[src/nsd_pkg.sv]
package nsd_pkg;

    localparam int FLOOR_W  = 4;
    localparam int PW_W     = 8;
    localparam int ML_W     = 10;
    localparam int IT_W     = 8;
    localparam int OCNT_W   = 5;
    localparam int CFG_AW   = 4;
    localparam int CFG_DW   = 32;

    localparam int NUM_FLOORS_DEF  = 8;
    localparam int TABLE_DEPTH_DEF = 16;
    localparam int PW_MAX          = 255;

    localparam logic [PW_W-1:0]    PW_RST      = 8'd70;
    localparam logic [ML_W-1:0]    ML_RST      = 10'd600;
    localparam logic [IT_W-1:0]    IT_RST      = 8'd50;
    localparam logic [ML_W-1:0]    LOAD_SAT    = 10'd1023;
    localparam logic [OCNT_W-1:0]  OCNT_SAT    = 5'd31;
    localparam logic [FLOOR_W-1:0] HOME_FLOOR  = 4'd1;

    // register index, taken from paddr word offset
    localparam logic [1:0] REG_PW       = 2'd0;
    localparam logic [1:0] REG_MAX_LOAD = 2'd1;
    localparam logic [1:0] REG_TIMEOUT  = 2'd2;

    localparam logic CMD_CALL = 1'b0;
    localparam logic CMD_TICK = 1'b1;

    typedef enum logic [2:0] {
        EV_STORED  = 3'd0,
        EV_FULL    = 3'd1,
        EV_SERVED  = 3'd2,
        EV_HOME    = 3'd3,
        EV_IDLE    = 3'd4,
        EV_NOTHING = 3'd5
    } t_event;

    typedef struct packed {
        logic               command;
        logic [FLOOR_W-1:0] from_floor;
        logic [FLOOR_W-1:0] to_floor;
    } t_item;

    typedef struct packed {
        t_event             event_res;
        logic [FLOOR_W-1:0] car_floor;
        logic [ML_W-1:0]    load_kg;
        logic [OCNT_W-1:0]  exited_count;
        logic [OCNT_W-1:0]  boarded_count;
        logic [OCNT_W-1:0]  waiting_count;
    } t_result;

    typedef struct packed {
        logic               riding;
        logic [FLOOR_W-1:0] origin;
        logic [FLOOR_W-1:0] dest;
    } t_entry;

    typedef struct packed {
        logic [PW_W-1:0] passenger_weight;
        logic [ML_W-1:0] max_load;
        logic [IT_W-1:0] idle_timeout;
    } t_cfg;

endpackage

[src/nsd_mem.sv]
module nsd_mem
    import nsd_pkg::*;
#(
    parameter int DEPTH = TABLE_DEPTH_DEF
) (
    input  logic                     i_clk,
    input  logic                     i_we,
    input  logic [$clog2(DEPTH)-1:0] i_waddr,
    input  t_entry                   i_wdata,
    input  logic [$clog2(DEPTH)-1:0] i_raddr,
    output t_entry                   o_rdata
);

    t_entry r_mem [DEPTH];
    t_entry r_rdata;

    always_ff @(posedge i_clk) begin
        if (i_we) begin
            r_mem[i_waddr] <= i_wdata;
        end
        r_rdata <= r_mem[i_raddr];
    end

    assign o_rdata = r_rdata;

endmodule

[src/nsd_regs.sv]
module nsd_regs
    import nsd_pkg::*;
(
    input  logic              i_clk,
    input  logic              i_rst_n,
    input  logic              i_psel,
    input  logic              i_penable,
    input  logic              i_pwrite,
    input  logic [CFG_AW-1:0] i_paddr,
    input  logic [CFG_DW-1:0] i_pwdata,
    output logic [CFG_DW-1:0] o_prdata,
    output logic              o_pready,
    output t_cfg              o_cfg
);

    t_cfg       r_cfg;
    logic       wr_en;
    logic [1:0] reg_idx;

    assign reg_idx  = i_paddr[CFG_AW-1:2];
    assign wr_en    = i_psel && i_penable && i_pwrite;
    assign o_pready = 1'b1;
    assign o_cfg    = r_cfg;

    always_ff @(posedge i_clk) begin
        if (!i_rst_n) begin
            r_cfg.passenger_weight <= PW_RST;
            r_cfg.max_load         <= ML_RST;
            r_cfg.idle_timeout     <= IT_RST;
        end else if (wr_en) begin
            unique case (reg_idx)
                REG_PW:       r_cfg.passenger_weight <= i_pwdata[PW_W-1:0];
                REG_MAX_LOAD: r_cfg.max_load         <= i_pwdata[ML_W-1:0];
                REG_TIMEOUT:  r_cfg.idle_timeout     <= i_pwdata[IT_W-1:0];
                default: ;
            endcase
        end
    end

    always_comb begin
        o_prdata = '0;
        unique case (reg_idx)
            REG_PW:       o_prdata = CFG_DW'(r_cfg.passenger_weight);
            REG_MAX_LOAD: o_prdata = CFG_DW'(r_cfg.max_load);
            REG_TIMEOUT:  o_prdata = CFG_DW'(r_cfg.idle_timeout);
            default:      o_prdata = '0;
        endcase
    end

endmodule

[src/nsd_ctrl.sv]
module nsd_ctrl
    import nsd_pkg::*;
#(
    parameter int NUM_FLOORS  = NUM_FLOORS_DEF,
    parameter int TABLE_DEPTH = TABLE_DEPTH_DEF
) (
    input  logic                           i_clk,
    input  logic                           i_rst_n,
    input  logic                           i_start,
    output logic                           o_busy,
    input  t_item                          i_item,
    output logic                           o_done,
    output t_result                        o_result,
    input  t_cfg                           i_cfg,
    output logic                           o_we,
    output logic [$clog2(TABLE_DEPTH)-1:0] o_waddr,
    output t_entry                         o_wdata,
    output logic [$clog2(TABLE_DEPTH)-1:0] o_raddr,
    input  t_entry                         i_rdata
);

    localparam int AW       = $clog2(TABLE_DEPTH);
    localparam int CNT_W    = $clog2(TABLE_DEPTH + 1);
    localparam int FI_W     = $clog2(NUM_FLOORS + 1);
    localparam int LOAD_RAW = $clog2(TABLE_DEPTH * PW_MAX + 1);
    localparam int LOAD_W   = (LOAD_RAW > ML_W) ? LOAD_RAW : ML_W;
    localparam int MUL_W    = CNT_W + PW_W;
    localparam int DIST_W   = FLOOR_W + 1;

    typedef enum logic [2:0] {
        S_IDLE,
        S_LOAD,
        S_EXEC,
        S_SCAN,
        S_PICK,
        S_NLOAD,
        S_MOVE,
        S_FIN
    } t_state;

    function automatic logic [FLOOR_W-1:0] floor_gap(input logic [FLOOR_W-1:0] a,
                                                     input logic [FLOOR_W-1:0] b);
        floor_gap = (a > b) ? a - b : b - a;
    endfunction

    function automatic logic [OCNT_W-1:0] sat_cnt(input logic [CNT_W-1:0] v);
        logic [CNT_W+OCNT_W-1:0] w;
        w = (CNT_W + OCNT_W)'(v);
        sat_cnt = (w > (CNT_W + OCNT_W)'(OCNT_SAT)) ? OCNT_SAT : w[OCNT_W-1:0];
    endfunction

    function automatic logic [ML_W-1:0] sat_load(input logic [LOAD_W-1:0] v);
        sat_load = (v > LOAD_W'(LOAD_SAT)) ? LOAD_SAT : v[ML_W-1:0];
    endfunction

    t_state             r_state;
    t_item              r_item;
    logic [CNT_W-1:0]   r_used;
    logic [CNT_W-1:0]   r_riders;
    logic [CNT_W-1:0]   r_waiting;
    logic [FLOOR_W-1:0] r_floor;
    logic [IT_W-1:0]    r_idle;
    logic [LOAD_W-1:0]  r_load;
    logic [CNT_W-1:0]   r_idx;
    logic [CNT_W-1:0]   r_wp;
    logic [DIST_W-1:0]  r_best_r;
    logic [DIST_W-1:0]  r_best_w;
    logic [FLOOR_W-1:0] r_tgt_r;
    logic [FLOOR_W-1:0] r_tgt_w;
    logic [LOAD_W-1:0]  r_tmp;
    logic [FLOOR_W-1:0] r_target;
    logic [LOAD_W-1:0]  r_nload;
    logic [CNT_W-1:0]   r_exited;
    logic [CNT_W-1:0]   r_boarded;
    logic [CNT_W-1:0]   r_dcnt [NUM_FLOORS+1];
    logic               r_done;
    t_result            r_result;

    logic [LOAD_W-1:0]  pw_ext;
    logic [LOAD_W-1:0]  load_prod;
    logic [LOAD_W-1:0]  nload_prod;
    logic [CNT_W-1:0]   stay_riders;
    logic               proc;
    logic               is_last;
    logic               fits_scan;
    logic               fits_move;
    logic               call_ok;
    logic               tasks;
    logic               hit_exit;
    logic               hit_board;
    logic [DIST_W-1:0]  d_dest;
    logic [DIST_W-1:0]  d_org;
    logic [IT_W-1:0]    n_idle;
    logic [FLOOR_W-1:0] n_target;
    logic [CNT_W-1:0]   n_waiting_call;
    logic [CNT_W-1:0]   n_waiting_fin;
    t_entry             ent;

    assign ent      = i_rdata;
    assign pw_ext   = LOAD_W'(i_cfg.passenger_weight);
    // read data of the previous address is in hand on every pass cycle but the first
    assign proc     = (r_idx != '0);
    assign is_last  = (r_idx == r_used);

    assign load_prod   = LOAD_W'(MUL_W'(r_riders) * MUL_W'(i_cfg.passenger_weight));
    assign stay_riders = r_riders - r_dcnt[r_target[FI_W-1:0]];
    assign nload_prod  = LOAD_W'(MUL_W'(stay_riders) * MUL_W'(i_cfg.passenger_weight));

    assign fits_scan = ((LOAD_W + 1)'(r_tmp) + (LOAD_W + 1)'(pw_ext))
                       <= (LOAD_W + 1)'(i_cfg.max_load);
    assign fits_move = ((LOAD_W + 1)'(r_nload) + (LOAD_W + 1)'(pw_ext))
                       <= (LOAD_W + 1)'(i_cfg.max_load);

    assign call_ok = (r_item.from_floor >= HOME_FLOOR)
                  && (r_item.from_floor <= FLOOR_W'(NUM_FLOORS))
                  && (r_item.to_floor >= HOME_FLOOR)
                  && (r_item.to_floor <= FLOOR_W'(NUM_FLOORS));

    // with an empty car the load check of a waiting passenger reduces to weight vs limit
    assign tasks = (r_riders != '0)
                || ((r_waiting != '0) && (ML_W'(i_cfg.passenger_weight) <= i_cfg.max_load));

    assign d_dest = DIST_W'(floor_gap(ent.dest, r_floor));
    assign d_org  = DIST_W'(floor_gap(ent.origin, r_floor));

    assign n_idle   = (r_idle == '1) ? r_idle : r_idle + 1'b1;
    // riders win ties, a waiting origin must be strictly nearer
    assign n_target = (r_best_w < r_best_r) ? r_tgt_w : r_tgt_r;

    assign hit_exit  = ent.riding && (ent.dest == r_target);
    assign hit_board = !ent.riding && (ent.origin == r_target) && fits_move;

    assign n_waiting_call = r_waiting + 1'b1;
    assign n_waiting_fin  = r_waiting - r_boarded;

    always_comb begin
        o_raddr = r_idx[AW-1:0];
        o_we    = 1'b0;
        o_waddr = r_wp[AW-1:0];
        o_wdata = ent;
        if (hit_board) begin
            o_wdata.riding = 1'b1;
        end
        unique case (r_state)
            S_EXEC: begin
                o_waddr = r_used[AW-1:0];
                o_wdata = '{riding: 1'b0, origin: r_item.from_floor, dest: r_item.to_floor};
                o_we    = (r_item.command == CMD_CALL) && call_ok
                       && (r_used != CNT_W'(TABLE_DEPTH));
            end
            S_MOVE: begin
                // survivors are written back packed toward the front
                o_we = proc && !hit_exit;
            end
            default: ;
        endcase
    end

    always_ff @(posedge i_clk) begin
        if (r_state == S_EXEC) begin
            for (int f = 0; f <= NUM_FLOORS; f++) begin
                r_dcnt[f] <= '0;
            end
        end else if ((r_state == S_SCAN) && proc && ent.riding) begin
            r_dcnt[ent.dest[FI_W-1:0]] <= r_dcnt[ent.dest[FI_W-1:0]] + 1'b1;
        end
    end

    always_ff @(posedge i_clk) begin
        if (!i_rst_n) begin
            r_state   <= S_IDLE;
            r_done    <= 1'b0;
            r_used    <= '0;
            r_riders  <= '0;
            r_waiting <= '0;
            r_floor   <= HOME_FLOOR;
            r_idle    <= '0;
        end else begin
            r_done <= 1'b0;
            unique case (r_state)
                S_IDLE: begin
                    if (i_start) begin
                        r_item  <= i_item;
                        r_state <= S_LOAD;
                    end
                end
                S_LOAD: begin
                    r_load  <= load_prod;
                    r_state <= S_EXEC;
                end
                S_EXEC: begin
                    r_result.car_floor     <= r_floor;
                    r_result.load_kg       <= sat_load(r_load);
                    r_result.exited_count  <= '0;
                    r_result.boarded_count <= '0;
                    r_result.waiting_count <= sat_cnt(r_waiting);
                    if (r_item.command == CMD_CALL) begin
                        r_done  <= 1'b1;
                        r_state <= S_IDLE;
                        if (!call_ok) begin
                            r_result.event_res <= EV_NOTHING;
                        end else if (r_used == CNT_W'(TABLE_DEPTH)) begin
                            r_result.event_res <= EV_FULL;
                        end else begin
                            r_used                 <= r_used + 1'b1;
                            r_waiting              <= n_waiting_call;
                            r_result.event_res     <= EV_STORED;
                            r_result.waiting_count <= sat_cnt(n_waiting_call);
                        end
                    end else if (!tasks) begin
                        r_done  <= 1'b1;
                        r_state <= S_IDLE;
                        if ((r_waiting != '0) || (r_floor == HOME_FLOOR)) begin
                            r_idle             <= '0;
                            r_result.event_res <= EV_NOTHING;
                        end else if (n_idle >= i_cfg.idle_timeout) begin
                            r_idle             <= '0;
                            r_floor            <= HOME_FLOOR;
                            r_result.car_floor <= HOME_FLOOR;
                            r_result.event_res <= EV_HOME;
                        end else begin
                            r_idle             <= n_idle;
                            r_result.event_res <= EV_IDLE;
                        end
                    end else begin
                        r_idx    <= '0;
                        r_best_r <= '1;
                        r_best_w <= '1;
                        r_tgt_r  <= r_floor;
                        r_tgt_w  <= r_floor;
                        r_tmp    <= r_load;
                        r_state  <= S_SCAN;
                    end
                end
                S_SCAN: begin
                    if (proc) begin
                        if (ent.riding) begin
                            if (d_dest < r_best_r) begin
                                r_best_r <= d_dest;
                                r_tgt_r  <= ent.dest;
                            end
                        end else if (fits_scan) begin
                            if (d_org < r_best_w) begin
                                r_best_w <= d_org;
                                r_tgt_w  <= ent.origin;
                            end
                            r_tmp <= r_tmp + pw_ext;
                        end
                    end
                    if (is_last) begin
                        r_state <= S_PICK;
                    end else begin
                        r_idx <= r_idx + 1'b1;
                    end
                end
                S_PICK: begin
                    r_target <= n_target;
                    r_state  <= S_NLOAD;
                end
                S_NLOAD: begin
                    r_nload   <= nload_prod;
                    r_idx     <= '0;
                    r_wp      <= '0;
                    r_exited  <= '0;
                    r_boarded <= '0;
                    r_state   <= S_MOVE;
                end
                S_MOVE: begin
                    if (proc) begin
                        if (hit_exit) begin
                            r_exited <= r_exited + 1'b1;
                        end else begin
                            r_wp <= r_wp + 1'b1;
                            if (hit_board) begin
                                r_nload   <= r_nload + pw_ext;
                                r_boarded <= r_boarded + 1'b1;
                            end
                        end
                    end
                    if (is_last) begin
                        r_state <= S_FIN;
                    end else begin
                        r_idx <= r_idx + 1'b1;
                    end
                end
                S_FIN: begin
                    r_used                 <= r_wp;
                    r_riders               <= r_riders - r_exited + r_boarded;
                    r_waiting              <= n_waiting_fin;
                    r_floor                <= r_target;
                    r_idle                 <= '0;
                    r_done                 <= 1'b1;
                    r_result.event_res     <= EV_SERVED;
                    r_result.car_floor     <= r_target;
                    r_result.load_kg       <= sat_load(r_nload);
                    r_result.exited_count  <= sat_cnt(r_exited);
                    r_result.boarded_count <= sat_cnt(r_boarded);
                    r_result.waiting_count <= sat_cnt(n_waiting_fin);
                    r_state                <= S_IDLE;
                end
                default: r_state <= S_IDLE;
            endcase
        end
    end

    assign o_busy   = (r_state != S_IDLE);
    assign o_done   = r_done;
    assign o_result = r_result;

endmodule

[src/elevator_nearest_stop_dispatcher_core.sv]
// channel   direction  handshake                     payload
// command   in         start high, busy low          i_item (t_item)
// result    out        o_done strobe, one cycle      o_result (t_result)
// config    in/out     apb: psel, penable, pwrite    paddr, pwdata, prdata
//
// a call beat, or a tick with nothing to serve, passes through the load and exec states
// after acceptance and ends with its o_done strobe
// a service tick runs load, exec, scan, pick, nload, move and fin, with two passes over
// the passenger table (scan, then move) through its single read port
// reset leaves the car on floor 1 with an empty table; the table has a fill count and no
// clearing pass, so items are taken right after reset
// the result is shown for one cycle only and the receiver cannot stall it
module elevator_nearest_stop_dispatcher_core
    import nsd_pkg::*;
#(
    parameter int NUM_FLOORS  = NUM_FLOORS_DEF,
    parameter int TABLE_DEPTH = TABLE_DEPTH_DEF
) (
    input  logic              i_clk,
    input  logic              i_rst_n,
    input  logic              start,
    output logic              busy,
    input  t_item             i_item,
    output logic              o_done,
    output t_result           o_result,
    input  logic              psel,
    input  logic              penable,
    input  logic              pwrite,
    input  logic [CFG_AW-1:0] paddr,
    input  logic [CFG_DW-1:0] pwdata,
    output logic [CFG_DW-1:0] prdata,
    output logic              pready
);

    localparam int AW = $clog2(TABLE_DEPTH);

    t_cfg            cfg;
    logic            mem_we;
    logic [AW-1:0]   mem_waddr;
    t_entry          mem_wdata;
    logic [AW-1:0]   mem_raddr;
    t_entry          mem_rdata;

    nsd_regs u_regs (
        .i_clk     (i_clk),
        .i_rst_n   (i_rst_n),
        .i_psel    (psel),
        .i_penable (penable),
        .i_pwrite  (pwrite),
        .i_paddr   (paddr),
        .i_pwdata  (pwdata),
        .o_prdata  (prdata),
        .o_pready  (pready),
        .o_cfg     (cfg)
    );

    nsd_mem #(
        .DEPTH (TABLE_DEPTH)
    ) u_mem (
        .i_clk   (i_clk),
        .i_we    (mem_we),
        .i_waddr (mem_waddr),
        .i_wdata (mem_wdata),
        .i_raddr (mem_raddr),
        .o_rdata (mem_rdata)
    );

    nsd_ctrl #(
        .NUM_FLOORS  (NUM_FLOORS),
        .TABLE_DEPTH (TABLE_DEPTH)
    ) u_ctrl (
        .i_clk    (i_clk),
        .i_rst_n  (i_rst_n),
        .i_start  (start),
        .o_busy   (busy),
        .i_item   (i_item),
        .o_done   (o_done),
        .o_result (o_result),
        .i_cfg    (cfg),
        .o_we     (mem_we),
        .o_waddr  (mem_waddr),
        .o_wdata  (mem_wdata),
        .o_raddr  (mem_raddr),
        .i_rdata  (mem_rdata)
    );

    a_busy_from_start: assert property (@(posedge i_clk) disable iff (!i_rst_n)
        $rose(busy) |-> $past(start))
        else $error("busy rose without an accepted command");

    a_done_after_busy: assert property (@(posedge i_clk) disable iff (!i_rst_n)
        o_done |-> $past(busy))
        else $error("result strobe without work in flight");

    a_counts_only_served: assert property (@(posedge i_clk) disable iff (!i_rst_n)
        (o_done && (o_result.event_res != EV_SERVED))
            |-> (o_result.exited_count == '0) && (o_result.boarded_count == '0))
        else $error("exit or board count on a step that served no stop");

    a_home_floor: assert property (@(posedge i_clk) disable iff (!i_rst_n)
        (o_done && (o_result.event_res == EV_HOME)) |-> (o_result.car_floor == HOME_FLOOR))
        else $error("return home left the car off floor one");

endmodule
[config.mk]
export PLATFORM = sky130hd
export DESIGN_NAME = elevator_nearest_stop_dispatcher_core
export DESIGN_NICKNAME = d
export VERILOG_FILES = /design/src/nsd_pkg.sv /design/src/nsd_mem.sv /design/src/nsd_regs.sv /design/src/nsd_ctrl.sv /design/src/elevator_nearest_stop_dispatcher_core.sv
export SDC_FILE = /design/constraint.sdc
export NUM_CORES = 1
export LEC_CHECK = 0
export BUFFER_PORTS_ARGS = -buffer_cell sky130_fd_sc_hd__buf_2
export CAP_MARGIN = 15
export CORE_MARGIN = 10
export CORE_UTILIZATION = 54
export CTS_CLUSTER_DIAMETER = 40
export DETAILED_ROUTE_END_ITERATION = 6
export HOLD_SLACK_MARGIN = 0.06
export PLACE_DENSITY = 0.74
export SKIP_CTS_REPAIR_TIMING = 1
export SLEW_MARGIN = 20
export SYNTH_ARGS = -nofsm -noshare
export SYNTH_HDL_FRONTEND = slang
export SYNTH_SLANG_ARGS = --single-unit
[constraint.sdc]
create_clock -name i_clk -period 6.99 [get_ports i_clk]
set_input_delay 0.699 -clock i_clk [delete_from_list [all_inputs] [get_ports i_clk]]
set_output_delay 0.699 -clock i_clk [all_outputs]
set_load 0.01 [all_outputs]
==> results of run 1 <==
flip-flops by register name (all words and copies together), names as in the netlist, 5 cells and up, named ones only:
signal and cells:
u_ctrl.r_waiting 5, u_ctrl.r_idle 8, u_ctrl.r_exited 5, u_ctrl.r_nload 12, u_ctrl.r_best_r 5, u_ctrl.o_result 32
u_ctrl.r_tmp 12, u_ctrl.r_item 9, u_ctrl.r_dcnt 80, u_ctrl.r_idx 5, u_mem.r_mem 144, u_ctrl.r_riders 5
u_ctrl.r_best_w 5, u_ctrl.r_load 12, u_ctrl.r_boarded 5, u_mem.o_rdata 9, u_ctrl.r_used 5, u_regs.o_cfg 26
u_ctrl.r_wp 5
cells by family after synthesis:
| kind of cell | share of synthesized area, % |
|---|---|
| AND/OR/NAND/NOR | 11.1 |
| other | 0.0325 |
| adder cells (fa/ha/maj) | 11.6 |
| flip-flops | 50.7 |
| multiplexers | 11.4 |
| XOR/XNOR | 3.80 |
| AO/OA/AOI/OAI | 7.33 |
| buffers and inverters | 4.09 |
area by class of cell:
type / count / area (um2) / share of cell area, %
flip-flops and latches: 413 / 11700 / 45.0
multi-input cells: 1259 / 10600 / 40.6
clock buffers: 68 / 1520 / 5.84
well taps: 539 / 674 / 2.59
repair buffers: 105 / 638 / 2.45
inverters: 124 / 465 / 1.79
clock inverters: 41 / 459 / 1.76
layout by cell type (no fill, tap or decap), types with 56 or more instances in the layout:
cell,n
o21ai_0,56
nor2_1,152
buf_2,70
a21oi_1,80
dfxtp_1,69
clkbuf_16,59
mux4_2,86
nand2_1,172
inv_1,122
ha_1,140
edfxtp_1,343
and2_1,56
through the flow:
stage               setup slack [ns]  instance area, um2  power [mW]
floorplan                     0.0494               23200        2.81
global placement               0.307               24000        2.84
detailed placement             0.229               24000        2.84
CTS                            0.180               26000        5.77
global route                  0.0249               26000        5.90
finish                         0.254               26000        5.74
metal layers:
metal  vias up  part of all wire, %  wire [um]
met3       122                  8.3       4610
met5         -                    0          0
met2       663                   49      27100
met1      7606                   39      21800
li1       6983                    -          -
met4         0                  3.5       1940
power by group through the flow:
stage               clock (mW)  combinational (mW)  sequential, mW
floorplan                    0               0.101            2.71
global placement             0               0.129            2.71
detailed placement           0               0.134            2.71
CTS                       2.98               0.135            2.66
global route              3.09               0.151            2.66
finish                    2.94               0.137            2.66
worst paths after layout:
check | end | slack [ns]
setup / recovery | u_ctrl.r_nload[11] | 0.25
hold / removal | u_ctrl.r_item[5] | 0.25
setup reg to reg | u_ctrl.r_nload[11] | 0.25
hold reg to reg | u_regs.o_cfg[9] | 0.48
==> impl_metrics.env, run 1 <==
export IMPL_drtIter0Drc=1482
export IMPL_p_int_mw=4.48
export IMPL_reg2reg_depth=21
export IMPL_timing_critical_path_buf_inv=4
export IMPL_ctsLongestPathBuffers=3
export IMPL_first_pass_iters=6
export IMPL_worstSetupPathType="register to register"
export IMPL_post_route_util_pct=61.8
export IMPL_layout_drive_gt1_share_pct=16.7
export IMPL_min_from="i_item[5]"
export IMPL_report_final_slew_viol_count=0
export IMPL_drcViolationCount=0
export IMPL_syn_to_final_growth_pct=12.8
export IMPL_grt_overflow_total=0
export IMPL_power_switching_mw=1.26
export IMPL_cpPeakStageDelay_ns=0.63
export IMPL_tns_ns=0
export IMPL_final_net_count=2198
export IMPL_synthesis_area_um2=23100
export IMPL_synth_largest_area_cell="edfxtp_1"
export IMPL_crit_path_start_kind="register"
export IMPL_clkSinkCount=413
export IMPL_fin_cells=2549
export IMPL_clock_latency_ns=0.62
export IMPL_synth_area_leaders="edfxtp_1 (45%), mux4_2 (8.4%), ha_1 (7.6%)"
export IMPL_dpl_hpwl_um=38900
export IMPL_htreeDepth=2
export IMPL_synth_edff_count=343
export IMPL_power_density_nw_per_um2=220
export IMPL_holdPathStages=1
export IMPL_ir_worst_vdd_v=0.000174
export IMPL_initial_core_util_pct=54.8
export IMPL_synth_top_area_share_pct=44.6
export IMPL_place_congestion=0.906
export IMPL_yosys_top_cells_count="edfxtp_1 (343), nand2_1 (172), nor2_1 (160)"
export IMPL_crit_cells=21
export IMPL_ant_nets=0
export IMPL_grt_pass1_vias=15600
export IMPL_hold_viol=0
export IMPL_crit_chain="buf_12, mux4_1, mux4_2, inv_1, ha_1, a21o_1, a21oi_1, xnor2_2, xnor2_4, and2_1, fa_1, fa_1, inv_1, fa_1, inv_1, ha_1, or4_1, o22ai_1, o21ai_0, or4_1, o2111a_1"
export IMPL_fin_crit_sh_pct=96.4
export IMPL_cp_end_kind="register"
export IMPL_gr_max_usage_layer="met2"
export IMPL_syn_avg_cell_area_um2=12.3
export IMPL_viasPerCell=6.03
export IMPL_cp_top_family="adder cells"
export IMPL_rsz0062_at_grt="false"
export IMPL_cp_arrival_ns=7.10
export IMPL_die_area_um2=51400
export IMPL_num_rows=75
export IMPL_relSlewSlack_pct=25.5
export IMPL_hold_class="primary input to register"
export IMPL_combPwrFrac_pct=2.4
export IMPL_drv_cap=0
export IMPL_clkTransAtPathRegs_ns=0.06
export IMPL_dp_cells=2440
export IMPL_fin_skew_ns=0.0303
export IMPL_grt_use_met3_pct=3.85
export IMPL_coreArea_um2=42100
export IMPL_use_met1_pct=27.4
export IMPL_io_pins=118
export IMPL_synth_seq_cells=413
export IMPL_cts_tree="built"
export IMPL_io_buffers=70
export IMPL_status="finished, final reports clean"
export IMPL_cts_root_buf="clkbuf_16"
export IMPL_fillers=3157
export IMPL_routedWlPerCell_um=21.7
export IMPL_cp_slowest_cell="mux4_1"
export IMPL_antenna_found_initial=0
export IMPL_ys_seq_area_share_pct=50.7
export IMPL_worstMarginPinSlew_ns=1.11
export IMPL_drt_wl_total_um=55400
export IMPL_die_x_um=227
export IMPL_worstPathMaxFanout=20
export IMPL_num_vias=15400
export IMPL_switching_share_pct=22.0
export IMPL_finalSetupViolCount=0
export IMPL_synth_most_common_cell="edfxtp_1"
export IMPL_grt_first_pass_wirelength_um=86700
export IMPL_n_antenna_cell=0
export IMPL_use_met2_pct=36.7
export IMPL_hold_ws_ns=0.254
export IMPL_ys_types=71
export IMPL_ys_warn_count=0
export IMPL_leakage_nw=10.0
export IMPL_seq_power_share_pct=46.3
export IMPL_synth_flop_cell="edfxtp_1"
export IMPL_pwr_share_clk_pct=51.3
export IMPL_required_ns=7.36
export IMPL_synthCells=1876
export IMPL_die_h_um=227
export IMPL_period_minus_slack_ns=6.74
export IMPL_grt_max_degree=42
export IMPL_cts_buffers=58
export IMPL_grt_usage_pct=21.9
export IMPL_synthArstFlopShare_pct=0
export IMPL_max_freq_mhz=148
No activity file was read; power rests on OpenSTA's default activity.
==> run 2, diff against run 1 <==
--- a/config.mk
+++ b/config.mk
@@ -8,5 +8,5 @@
 export BUFFER_PORTS_ARGS = -buffer_cell sky130_fd_sc_hd__buf_2
 export CAP_MARGIN = 15
-export CORE_MARGIN = 10
+export CORE_ASPECT_RATIO = 2
 export CORE_UTILIZATION = 54
 export CTS_CLUSTER_DIAMETER = 40
==> constraint.sdc (replaced) <==
create_clock -name i_clk -period 6.99 [get_ports i_clk]
set_input_delay 0.3495 -clock i_clk [delete_from_list [all_inputs] [get_ports i_clk]]
set_output_delay 0.3495 -clock i_clk [all_outputs]
set_load 0.01 [all_outputs]
==> run 2 against run 1 <==
Effect of this change: fmax is 0.94% higher; combinational power rose by 4%; hold slack got worse by 0.20 ns.
==> impl_metrics.env, run 2 (synthesis results as in run 1) <==
export IMPL_place_congestion=0.943
export IMPL_ant_nets=0
export IMPL_leakage_nw=9.77
export IMPL_post_route_util_pct=60.7
export IMPL_num_rows=106
export IMPL_num_vias=15300
export IMPL_routedWlPerCell_um=23.2
export IMPL_power_mw=4.92
export IMPL_clock_latency_ns=0.57
export IMPL_cp_arrival_ns=7.00
export IMPL_drv_cap=0
export IMPL_syn_to_final_growth_pct=10.3
export IMPL_dp_cells=2443
export IMPL_reg2reg_depth=21
export IMPL_drtIter0Drc=1120
export IMPL_grt_overflow_total=0
export IMPL_die_area_um2=43600
export IMPL_clkSinkCount=413
export IMPL_rsz0062_at_grt="false"
export IMPL_cts_buffers=38
export IMPL_final_common_cell="edfxtp_1"
export IMPL_first_pass_iters=5
export IMPL_worst_slack_ns=0.317
export IMPL_grt_pass1_vias=16000
export IMPL_grt_first_pass_wirelength_um=89500
export IMPL_io_buffers=70
export IMPL_hold_viol=0
export IMPL_status="finished, final reports clean"
export IMPL_largest_reg_flops=144
export IMPL_final_cell_area_um2=25500
export IMPL_hold_ws_ns=0.0512
export IMPL_most_common_layout_cells="edfxtp_1 (343), nand2_1 (172), nor2_1 (155), ha_1 (140), inv_1 (122)"
export IMPL_grt_max_degree=42
export IMPL_worstPathMaxFanout=8
export IMPL_drt_wl_total_um=58600
export IMPL_placed_cell_area_um2=24100
export IMPL_dp_slack_ns=0.176
export IMPL_antenna_found_initial=0
export IMPL_hold_class="primary input to register"
export IMPL_finalSetupViolCount=0
export IMPL_fin_crit_sh_pct=95.5
export IMPL_fin_skew_ns=0.0290
export IMPL_initial_core_util_pct=55.1
export IMPL_cts_tree="built"
export IMPL_dpl_hpwl_um=43600
export IMPL_holdPathStages=3
export IMPL_drcViolationCount=0
export IMPL_ir_worst_vdd_v=0.000205
export IMPL_clkTransAtPathRegs_ns=0.07
export IMPL_crit_path_start_kind="register"
export IMPL_regMostFlops="u_mem.r_mem"
export IMPL_n_antenna_cell=0
export IMPL_power_density_nw_per_um2=193
export IMPL_io_pins=118
export IMPL_relSlewSlack_pct=23.5
export IMPL_cp_end_kind="register"
export IMPL_required_ns=7.31
export IMPL_die_x_um=148
export IMPL_cts_root_buf="clkbuf_16"
export IMPL_max_freq_mhz=150
export IMPL_layout_drive_gt1_share_pct=14.8
export IMPL_worstMarginPinSlew_ns=1.14
export IMPL_viasPerCell=6.07
export IMPL_coreArea_um2=41900
export IMPL_report_final_slew_viol_count=0
export IMPL_period_minus_slack_ns=6.67
export IMPL_die_h_um=294
export IMPL_htreeDepth=2
export IMPL_grt_usage_pct=27.6
export IMPL_final_net_count=2191
export IMPL_fin_cells=2522
export IMPL_ctsLongestPathBuffers=3
export IMPL_worstSetupPathType="register to register"
export IMPL_tns_ns=0
## run 2: cell count changes in the layout (fill, tap and decap cells not counted), moves of 3 or more
| cell | before | now |
|---|---|---|
| clkbuf_1 | 8 | 5 |
| clkbuf_16 | 59 | 39 |
| clkinv_1 | 3 | 9 |
| clkinv_2 | 5 | 2 |
| clkinv_4 | 8 | 3 |
| clkinvlp_4 | 5 | 1 |
| dlygate4sd3_1 | 0 | 11 |
| inv_6 | 10 | 2 |
| nor2_1 | 152 | 155 |
| nor2_2 | 8 | 5 |
## run 2: path summary, 6_finish.rpt
check | startpoint | endpoint | slack, ns
worst min register to register | u_regs.o_cfg[13] | u_regs.o_cfg[13] | 0.48
worst max-delay path | register | u_ctrl.r_nload[11] | 0.32
worst min-delay path | pwdata[3] | u_regs.o_cfg[11] | 0.05
worst max register to register | register | u_ctrl.r_nload[11] | 0.32
## run 2: layout make-up
| class | count | area, um2 |
|---|---|---|
| clock buffers | 46 | 1020 |
| flip-flops and latches | 413 | 11700 |
| fillers | 3293 | 16500 |
| inverters | 124 | 465 |
| well taps | 540 | 676 |
| clock inverters | 22 | 238 |
| repair buffers | 118 | 763 |
| multi-input cells | 1259 | 10600 |
## run 2: critical path, stage by stage (launching register included)
cell      delay (ns)
dfxtp_1         0.66
buf_4           0.23
mux4_2          0.30
mux4_2          0.49
inv_1           0.07
ha_1            0.26
a21o_1          0.18
a21oi_1         0.24
xnor2_2         0.15
xnor2_4         0.29
and2_1          0.20
fa_1            0.43
fa_1            0.56
inv_1           0.06
fa_1            0.54
inv_1           0.04
ha_1            0.23
or4_1           0.55
o22ai_2         0.15
o21ai_1         0.14
or4_1           0.53
o2111a_1        0.13
## run 2: where the power goes
part	total [mW]	switching, mW	internal (mW)
logic	0.143	0.0893	0.0539
registers	2.66	0.0123	2.65
clock network	2.12	0.944	1.17
## run 2: routing by layer
layer  routed length [um]  part of all wire (%)  vias to the layer above  global-route usage [%]
met5                    0                     0                        -                       0
met4                 5480                   9.3                        0                    24.2
met3                 2880                   4.9                      237                    3.39
met2                31200                    53                      616                    50.4
met1                19100                    33                     7517                    27.1
li1                     -                     -                     6948                       -
